`src/rtl/core/crot_pkg.sv`:
```
`timescale 1ns / 1ps

package crot_pkg;

	// Segment table geometry.
	localparam int TABLE_DEPTH = 256;
	localparam int IDX_W       = (TABLE_DEPTH > 1) ? $clog2(TABLE_DEPTH) : 1;
	localparam int CNT_W       = $clog2(TABLE_DEPTH + 1);

	// Fixed code values.
	localparam logic [15:0] PRIVATE_BASE = 16'hE000;
	localparam logic [15:0] NO_CODE      = 16'hFFFF;

	// Item operations.
	typedef enum logic [1:0] {
		OP_CLEAR     = 2'd0,
		OP_ADD       = 2'd1,
		OP_TRANSLATE = 2'd2,
		OP_NONE      = 2'd3
	} op_t;

	// Configuration register indexes.
	localparam logic CFG_ONLY_UNICODE   = 1'b0;
	localparam logic CFG_LAST_RANGE_END = 1'b1;

	// One stored segment.
	typedef struct packed {
		logic [15:0] start_code;
		logic [15:0] end_code;
		logic [15:0] base_value;
	} seg_entry_t;

	// Result of one scan, handed from the scanner to the top level.
	typedef struct packed {
		logic        done;
		logic        found;
		logic [15:0] mapped;
	} scan_res_t;

endpackage

```
`src/rtl/core/crot_scanner.sv`:
```
`timescale 1ns / 1ps

module crot_scanner (
	input  logic                     clk,
	input  logic                     arst_n,
	input  logic                     start,
	input  logic [15:0]              code_in,
	input  logic [crot_pkg::CNT_W-1:0] seg_count,
	output logic                     rd_en,
	output logic [crot_pkg::IDX_W-1:0] rd_addr,
	input  crot_pkg::seg_entry_t     rd_data,
	output crot_pkg::scan_res_t      res
);
	import crot_pkg::*;

	typedef enum logic [1:0] {
		SC_IDLE = 2'b01,
		SC_RUN  = 2'b10
	} scan_state_t;

	scan_state_t      state_q;
	logic [CNT_W-1:0] addr_q;
	logic [15:0]      code_q;
	logic             pend_s1;
	logic             last_s1;
	logic             hit;
	logic [15:0]      hit_value;
	logic             issue;

	// A read is issued each running cycle until every segment has been requested.
	assign issue   = (state_q == SC_RUN) && (addr_q < seg_count);
	assign rd_en   = issue;
	assign rd_addr = addr_q[IDX_W-1:0];

	// Containment test on the entry that came back from the memory.
	assign hit       = (rd_data.start_code <= code_q) && (code_q <= rd_data.end_code);
	assign hit_value = rd_data.base_value + (code_q - rd_data.start_code);

	// Scan sequencer: issue reads in order, stop at the first hit or the last entry.
	always_ff @(posedge clk or negedge arst_n) begin
		if (!arst_n) begin
			state_q    <= SC_IDLE;
			addr_q     <= '0;
			pend_s1    <= 1'b0;
			last_s1    <= 1'b0;
			res.done   <= 1'b0;
			res.found  <= 1'b0;
			res.mapped <= NO_CODE;
			code_q     <= '0;
		end else begin
			res.done <= 1'b0;
			unique case (state_q)
				SC_IDLE: begin
					pend_s1 <= 1'b0;
					if (start) begin
						code_q <= code_in;
						addr_q <= '0;
						if (seg_count == '0) begin
							res.done   <= 1'b1;
							res.found  <= 1'b0;
							res.mapped <= NO_CODE;
						end else begin
							state_q <= SC_RUN;
						end
					end
				end
				SC_RUN: begin
					pend_s1 <= issue;
					if (issue) begin
						addr_q  <= addr_q + 1'b1;
						last_s1 <= (addr_q == seg_count - 1'b1);
					end
					if (pend_s1 && (hit || last_s1)) begin
						res.done   <= 1'b1;
						res.found  <= hit;
						res.mapped <= hit ? hit_value : NO_CODE;
						state_q    <= SC_IDLE;
						pend_s1    <= 1'b0;
					end
				end
				default: begin
					state_q <= SC_IDLE;
				end
			endcase
		end
	end

endmodule

```
`config.mk`:
```
export PLATFORM = sky130hd
export DESIGN_NAME = crot_scanner
export DESIGN_NICKNAME = d
export VERILOG_FILES = /design/src/rtl/core/crot_pkg.sv /design/src/rtl/core/crot_scanner.sv
export SDC_FILE = /design/constraint.sdc
export NUM_CORES = 1
export LEC_CHECK = 0
export BUFFER_PORTS_ARGS = -buffer_cell sky130_fd_sc_hd__buf_4
export CORE_MARGIN = 5
export CORE_UTILIZATION = 50
export CTS_CLUSTER_SIZE = 16
export DETAILED_ROUTE_END_ITERATION = 8
export GPL_TIMING_DRIVEN = 0
export HOLD_SLACK_MARGIN = 0.06
export PLACE_DENSITY_LB_ADDON = 0.08
export SYNTH_ARGS = -nofsm -noshare
export SYNTH_HDL_FRONTEND = slang
export SYNTH_SLANG_ARGS = --single-unit
```
`constraint.sdc`:
```
create_clock -name clk -period 3 [get_ports clk]
set_input_delay 0.45 -clock clk [delete_from_list [all_inputs] [get_ports clk]]
set_output_delay 0.45 -clock clk [all_outputs]
set_load 0.005 [all_outputs]
```
* Yosys cells after proc, flatten, opt, wreduce, memory -nomap -nowiden
Cells that the tools add are included.
** Operators by class
- Order comparisons :: 3
- Equal/unequal tests :: 8
- Muxes and demuxes :: 14
- Reductions and logical operators :: 11
- $add $sub $neg :: 4
** Operator list (count)
- $mux 18 :: 3
- $pmux 18 s2 :: 1
- $le 16x16->1 :: 2
- $mux 9 :: 2
- $pmux 9 s2 :: 1
- $add 16x16->16 :: 1
- $mux 16 :: 1
- $sub 16x16->16 :: 1
- $add 9x1->9 const B :: 1
- $eq 9x9->1 :: 1
- $logic_not 9->1 :: 1
- $lt 9x9->1 :: 1
- $sub 9x1->9 const B :: 1
- $ne 2x2->1 const B :: 4
- $mux 2 :: 3
- $reduce_and 3->1 :: 2
- $pmux 2 s2 :: 1
- $reduce_and 2->1 :: 2
- $reduce_and 4->1 :: 1
- $logic_and 1x1->1 :: 3
- $eq 2x1->1 const B :: 1
- $eq 2x2->1 const B :: 1
- $ne 2x1->1 const B :: 1
- $pmux 1 s2 :: 1
- 3 further kinds :: 3
** Storage, ports and cells
- Bits in registers :: 47
- Word-level logic and storage cells :: 48
- Output and inout bits :: 27
- Input port bits :: 76

* Depth between registers and ports, before layout
Gate-level depths: netlist of run 1.
- Depth in word-level cells :: 6
- Gate-level depth with buffers :: 14
- Depth with buffers taken out :: 14

* Worst setup path before layout of run 1
No wires, ideal clock.
- Path type :: input to register
- From :: in rd_data[2] (netlist bit)
- To :: reg res[14] (netlist bit)
- Path buffers :: 0
- Cell stages on the path :: 12
- Required time :: 2918 ps
- Setup slack :: -81 ps
- Setup time :: 82 ps
- Data arrival time :: 2999 ps
- Cell sequence :: inv_1 > fa_1 > inv_1 > ha_1 > nor2b_1 > o31a_1 > nor4_1 > o31ai_1 > o41ai_2 > mux2_2 > nor3_1 > o2bb2ai_1
** Between the ends
- Cells in the longest elaborated chain, start to end :: 4
** Ends and longest elaborated chain
- start: declaration :: line crot_scanner.sv:11 : input crot_pkg::seg_entry_t rd_data,
- $add 16x16->16 :: line crot_scanner.sv:37 : assign hit_value = rd_data.base_value + (code_q - rd_data.start_code);
- $mux 16 :: line crot_scanner.sv:76 : res.mapped <= hit ? hit_value : NO_CODE;
- $mux 18 :: line crot_scanner.sv:73 : if (pend_s1 && (hit || last_s1)) begin
- $pmux 18 s2 :: line crot_scanner.sv:52 : unique case (state_q)
- end: declaration :: line crot_scanner.sv:12 : output crot_pkg::scan_res_t res
No other way between the ends. The select of a mux whose other input is x is not followed.
A chain may end at the register's enable or synchronous reset.

* Worst setup path after layout of run 1
- From :: reg code_q[1]
- To :: reg res[15] (netlist bit)
** Between the ends
- Cells in the longest elaborated chain, start to end :: 6
- Elaborated cells between the ends (all ways) :: 12
- Those cells by class :: 2 x add/sub; 2 x order compare; 1 x eq/ne; 3 x mux; 4 x reduce/logical
** Ends and longest elaborated chain
- start: declaration :: line crot_scanner.sv:23 : logic [15:0] code_q;
- start signal: assignment :: line crot_scanner.sv:56 : code_q <= code_in;
- branches (longest 6 deep; another with $sub 16x16->16)
Parallel ways; which one is timed is not known. The select of a mux whose other input is x is not followed.

==> flow_summary_export.csv, run 1 <==
group,metric,value,unit
global_routing,antenna_found_initial,0,
clocking,cts_tree,"done",
synthesis,yosysWarnings,0,
drt,via_count,4081,
layout,final_cell_mix,"buf_4 (126), inv_1 (89), ha_1 (55)",
sta,finalMaxSlewViolations,0,
sta,period_share,99.0,%
critical_path,cp_slowest_stage_delay,0.55,ns
place,place_area,5450,sq um
clocking,root_buffer,"clkbuf_8",
synthesis,async_flop_share,100,%
drt,via_per_inst,5.50,
sta,hold_viol,0,
clocking,h-tree-depth,2,
critical_path,crit_path_cell_trace,"inv_2 -> fa_1 -> inv_1 -> ha_1 -> a21o_1 -> nand4_1 -> a211oi_4 -> o21ai_2 -> o2111ai_2 -> a21oi_2 -> xnor2_1 -> a221o_1",
synthesis,synth_nets,661,
global_routing,grt_max_degree,48,
critical_path,cpLargestDelayFamily,"compound AO/OA/AOI/OAI gates",
critical_path,cp.arrival,3.21,ns
clocking,cts_sinks,47,
place,numPortBuffers,102,
drt,routed-wl-met2,5660,um
synthesis,ys_seq_elements,47,
global_routing,grt_overflow,0,
pwr,p_leak,2.91,nW
place,dpl.hpwl,9360,um
pwr,p_int,2.81,mW
pwr,power_frac_clock,10.2,%
layout,drive_above_1_share,32.8,%
layout,antenna_cells,0,
run_status,outcome,"completed",
layout,layout_commonest_cell,"buf_4",
pwr,pwr-share-comb,71.8,%
synthesis,synth_edf_count,0,
critical_path,path_depth,12,
critical_path,rr_worst_depth,12,
synthesis,syn_inst,509,
sta,fmax,337,MHz
sta,relSlewSlack,56.4,%
clocking,path_clk_slew,0.11,ns
sta,rsz0062_at_grt,"true",
sta,setup_viol,0,
global_routing,grt_pass1_wl,19200,um
floorplan,start_util,51.5,%
layout,fin_area,5830,sq um
pwr,seqPwrFrac,17.9,%
drt,wl_met1,5130,um
drt,final_antenna_net_count,0,
drt,dr_wl_met3,633,um
pwr,power_switching,2.36,mW
clocking,clkLatencyLatePin,0.31,ns
layout,layout.nets,785,
pwr,switching_share,45.6,%
sta,min_period,2.97,ns
drt,drc,0,
clocking,cts_buffer_depth,2,
critical_path,crit_type,"reg2reg",
drt,drt-pass1-iter-count,4,
floorplan,die_y,105,um
sta,setup_ws,0.0309,ns
synthesis,avgSynthCellArea,8.92,sq um
place,gp_congestion,0.868,
floorplan,die_x,105,um
worst_hold_path,min-delay-path-class,"in2async",
drt,drt-total-wl,11600,um
pwr,peakVddDrop,0.000386,V
layout,syn2layout_area_growth,28.5,%
global_routing,grt_usage,20.8,%
critical_path,cp_max_fo,3,
critical_path,r2r_setup_slack,0.03,ns
drt,drt-initial-drc-count,135,
drt,maxUsedRoutingLayer,"met4",
sta,whs,0.115,ns
clocking,cts_buffers,5,
floorplan,core_area,8810,sq um
pwr,power.density,888,nW/um^2
critical_path,end_kind,"flip-flop",
floorplan,rows,34,
synthesis,synthDistinctLibCells,61,
drt,wire_per_inst,15.6,um
sta,max_slew.worst_pin.slew,0.654,ns
floorplan,dieArea,11100,sq um
critical_path,critPathLaunchType,"flip-flop",
floorplan,io_pins,103,
synthesis,ys_seq_area_share,26.4,%
place,pre_cts_ws,-0.377,ns
synthesis,syn-cell-area,4540,sq um
synthesis,synth_flop_cell,"dfrtp_1",
critical_path,required,3.24,ns
clocking,hold_buffers,0,
sta,fin_skew,0.0108,ns
critical_path,timing.critical_path.buf_inv,2,
critical_path,crit_slowest_cell,"fa_1",
global_routing,grt_pass1_vias,4185,
flow_run,cap_viol_max_count,0,
-- per-stage QoR --
| stage | total power, mW | cells | TNS, ns | util [%] |
|---|---|---|---|---|
| after detailed placement | 4.05 | 719 | -1.05 | 61.9 |
| after CTS | 4.84 | 734 | -0.228 | 64.5 |
| after floorplan | 3.24 | 509 | -0.0113 | - |
| after global routing | 5.66 | 742 | -0.130 | 66.2 |
| after global placement | 3.95 | 719 | -0.877 | 61.9 |
| final | 5.18 | 742 | 0 | 66.2 |
-- state kept, by name (all words and copies together), names as in the netlist --
name and count:
addr_q 9, state_q 2, code_q 16, pend_s1 1, last_s1 1, res 18
-- synth_stat cells (all sizes together) (2+ instances only) --
| master | number | area, sq um |
|---|---|---|
| nor2b | 4 | 32.5 |
| buf | 13 | 92.6 |
| a31oi | 3 | 18.8 |
| clkbuf | 3 | 21.3 |
| a211oi | 4 | 30.0 |
| nand2 | 32 | 123 |
| dfstp | 17 | 447 |
| nand4 | 10 | 62.6 |
| o21a | 7 | 52.6 |
| mux2 | 19 | 214 |
| xor2 | 4 | 35.0 |
| or4 | 4 | 33.8 |
| and3 | 2 | 12.5 |
| and2 | 5 | 31.3 |
| ha | 61 | 763 |
| o2bb2ai | 14 | 123 |
| nor2 | 27 | 101 |
| fa | 15 | 300 |
| inv | 94 | 353 |
| o31ai | 3 | 22.5 |
| nand3 | 14 | 70.1 |
| nor4b | 2 | 17.5 |
| nand2b | 2 | 12.5 |
| o21ai | 22 | 118 |
| nor3 | 7 | 35.0 |
| a21o | 6 | 45.0 |
| a21oi | 32 | 160 |
| dfrtp | 30 | 751 |
| xnor2 | 16 | 140 |
| a22o | 2 | 17.5 |
| mux2i | 2 | 20.0 |
| a2111o | 2 | 22.5 |
| or3 | 6 | 38.8 |
| o211ai | 6 | 45.0 |
| nor4 | 2 | 12.5 |
-- repair_timing --
item	4_1_cts	5_1_grt
setup buffers	7	8
endpoints found under the setup margin	2	6
pin swaps	11	16
gates cloned	0	0
resized for setup	11	19
-- final cells by class --
cell class / count / area [sq um]
buffer: 16 / 114
clock buffer: 7 / 119
clock inverter: 1 / 11.3
fill: 724 / 2970
inverter: 94 / 353
multi-input combinational: 352 / 3030
sequential: 47 / 1200
tap: 108 / 135
timing repair buffer: 117 / 878
-- path summary, 6_finish.rpt --
| check | to | start |
|---|---|---|
| worst max register to register | res[15] | code_q[1] |
| worst min-delay path | code_q[10] | arst_n |
| min in group clk | code_q[9] | code_in[9] |
| worst min register to register | res[2] | res[2] |
| max in group asynchronous | state_q[1] | arst_n |
| worst max-delay path | res[15] | code_q[1] |
-- power by group through the flow --
stage | Sequential (mW) | Clock, mW | Combinational (mW)
2_1_floorplan | 0.900 | 0 | 2.34
3_3_place_gp | 0.937 | 0 | 3.01
3_5_place_dp | 0.944 | 0 | 3.11
4_1_cts | 0.929 | 0.545 | 3.37
5_1_grt | 0.953 | 0.567 | 4.14
6_report | 0.929 | 0.530 | 3.72
-- layer usage --
layer  vias up  track usage, %
met2       115            35.8
met3        12            3.24
met5         -               0
li1       2005               -
met4         0            4.40
met1      1949            27.8
-- logic make-up (layout without fill, tap and decap cells) --
family,Yosys count,count (layout),synth area share [%]
compound gates,115,115,17.6
xor+xnor,20,20,3.86
fa+ha+maj,76,76,23.4
buf+inv,110,235,10.3
flops,47,47,26.4
mux,21,21,5.15
simple gates,120,120,13.3
(Power assumes the default switching activity.)
==> inputs of run 2 (changes only) <==
--- a/config.mk
+++ b/config.mk
@@ -6,8 +6,10 @@
 export NUM_CORES = 1
 export LEC_CHECK = 0
 export BUFFER_PORTS_ARGS = -buffer_cell sky130_fd_sc_hd__buf_4
+export CELL_PAD_IN_SITES_DETAIL_PLACEMENT = 1
+export CELL_PAD_IN_SITES_GLOBAL_PLACEMENT = 1
 export CORE_MARGIN = 5
-export CORE_UTILIZATION = 50
+export CORE_UTILIZATION = 37
 export CTS_CLUSTER_SIZE = 16
 export DETAILED_ROUTE_END_ITERATION = 8
 export GPL_TIMING_DRIVEN = 0
==> run 2 against run 1 <==
  * Routed wire length rose by 15%
  * Cell count rose by 5.8%
  * Register-to-register slack better by 0.02 ns
  * Combinational power grew 5.9%
  * Maximum frequency increased by 0.69%
  * Setup slack better by 0.020 ns
  * Highest routed layer unchanged
==> flow_summary_export.csv, run 2 (same netlist as run 1, synthesis figures left out) <==
group,metric,value,unit
global_routing,grt_pass1_vias,4553,
worst_hold_path,min-delay-path-class,"in2async",
critical_path,required,3.23,ns
layout,antenna_cells,0,
sta,setup_ws,0.0513,ns
sta,fmax,339,MHz
pwr,total_power,5.54,mW
global_routing,grt_usage,18.8,%
run_status,outcome,"completed",
critical_path,cp.arrival,3.18,ns
clocking,clkLatencyLatePin,0.30,ns
global_routing,antenna_found_initial,0,
sta,fin_skew,0.00617,ns
critical_path,end_kind,"flip-flop",
place,gp_congestion,0.826,
drt,drt-total-wl,13400,um
sta,max_slew.worst_pin.slew,0.721,ns
critical_path,cp_max_fo,2,
layout,reg_top3,"res x18, code_q x16, addr_q x9",
global_routing,grt_max_degree,48,
global_routing,grt_overflow,0,
sta,hold_viol,0,
layout,fin_util,49.9,%
floorplan,die_x,121,um
flow_run,cap_viol_max_count,0,
clocking,cts_buffer_depth,2,
sta,setup_viol,0,
clocking,cts_sinks,47,
layout,fin_area,5990,sq um
drt,drc,0,
drt,final_antenna_net_count,0,
sta,min_period,2.95,ns
critical_path,crit_type,"reg2reg",
floorplan,start_util,37.8,%
pwr,peakVddDrop,0.000326,V
drt,drt-initial-drc-count,129,
sta,whs,0.173,ns
floorplan,core_area,12000,sq um
place,dpl.hpwl,10800,um
critical_path,rr_worst_depth,13,
floorplan,rows,40,
clocking,path_clk_slew,0.07,ns
drt,via_per_inst,5.30,
layout,largest_register_ffs,18,
layout,final_cell_mix,"buf_4 (130), inv_1 (89), ha_1 (54)",
clocking,root_buffer,"clkbuf_16",
sta,finalSetupTns,0,ns
global_routing,grt_pass1_wl,21900,um
layout,syn2layout_area_growth,32.1,%
place,pre_cts_ws,-0.429,ns
drt,drt-pass1-iter-count,4,
place,dp_cells,758,
layout,stdcell_count,785,
clocking,cts_buffers,5,
place,numPortBuffers,102,
clocking,cts_tree,"done",
layout,layout.nets,789,
sta,finalMaxSlewViolations,0,
sta,rsz0062_at_grt,"true",
place,place_area,5500,sq um
drt,wire_per_inst,17.0,um
layout,drive_above_1_share,34.0,%
layout,regMostFlops,"res",
sta,relSlewSlack,51.9,%
pwr,p_leak,2.96,nW
floorplan,die_y,121,um
pwr,power.density,924,nW/um^2
drt,via_count,4159,
sta,period_share,98.3,%
floorplan,io_pins,103,
clocking,h-tree-depth,2,
clocking,hold_buffers,0,
critical_path,critPathLaunchType,"flip-flop",
floorplan,dieArea,14600,sq um
layout,layout_commonest_cell,"buf_4",
==> run 2: worst paths after layout <==
path | from | to | slack [ns]
worst min-delay path | arst_n | code_q[9] | 0.17
worst min register to register | res[11] | res[11] | 0.48
min in group clk | code_in[14] | code_q[14] | 0.38
worst max-delay path | code_q[1] | res[12] | 0.05
max in group asynchronous | arst_n | addr_q[7] | 2.39
worst max register to register | code_q[1] | res[12] | 0.05
==> run 2: area by class of cell <==
class                   count  area (sq um)
repair buffers            121           908
clock buffers               7           164
plain buffers              16           114
multi-input cells         352          3070
well taps                 147           184
inverters                  94           353
fillers                  1429          6020
flip-flops and latches     47          1200
clock inverters             1          8.76
==> run 2: what timing repair did <==
action	4_1_cts	5_1_grt
endpoints found under the setup margin	4	5
resized for setup	15	23
buffers inserted	11	8
pin swaps	11	14
==> run 2: layer usage <==
| layer | vias to the layer above | global-route usage (%) | routed length [um] |
|---|---|---|---|
| li1 | 2017 | - | - |
| met1 | 2059 | 23.6 | 5920 |
| met2 | 71 | 33.1 | 6820 |
| met3 | 12 | 3.60 | 439 |
| met4 | 0 | 4.46 | 177 |
| met5 | - | 0 | 0 |
==> run 2: critical path: stages, from the launching register on <==
cell and delay [ns]:
dfrtp_1 0.39, inv_2 0.08, fa_2 0.44, buf_4 0.15
fa_2 0.41, nor2b_4 0.13, o31a_1 0.24, nor4_4 0.07
o31ai_4 0.26, o41ai_4 0.11, buf_4 0.17, xnor2_1 0.16
nor2_1 0.08, o2bb2ai_1 0.17
==> run 2: power breakdown <==
part	internal, mW	leakage, nW	switching [mW]
combinational	1.82	2.32	2.13
clock	0.386	0.0857	0.273
sequential	0.800	0.557	0.135
total	3.00	2.96	2.54
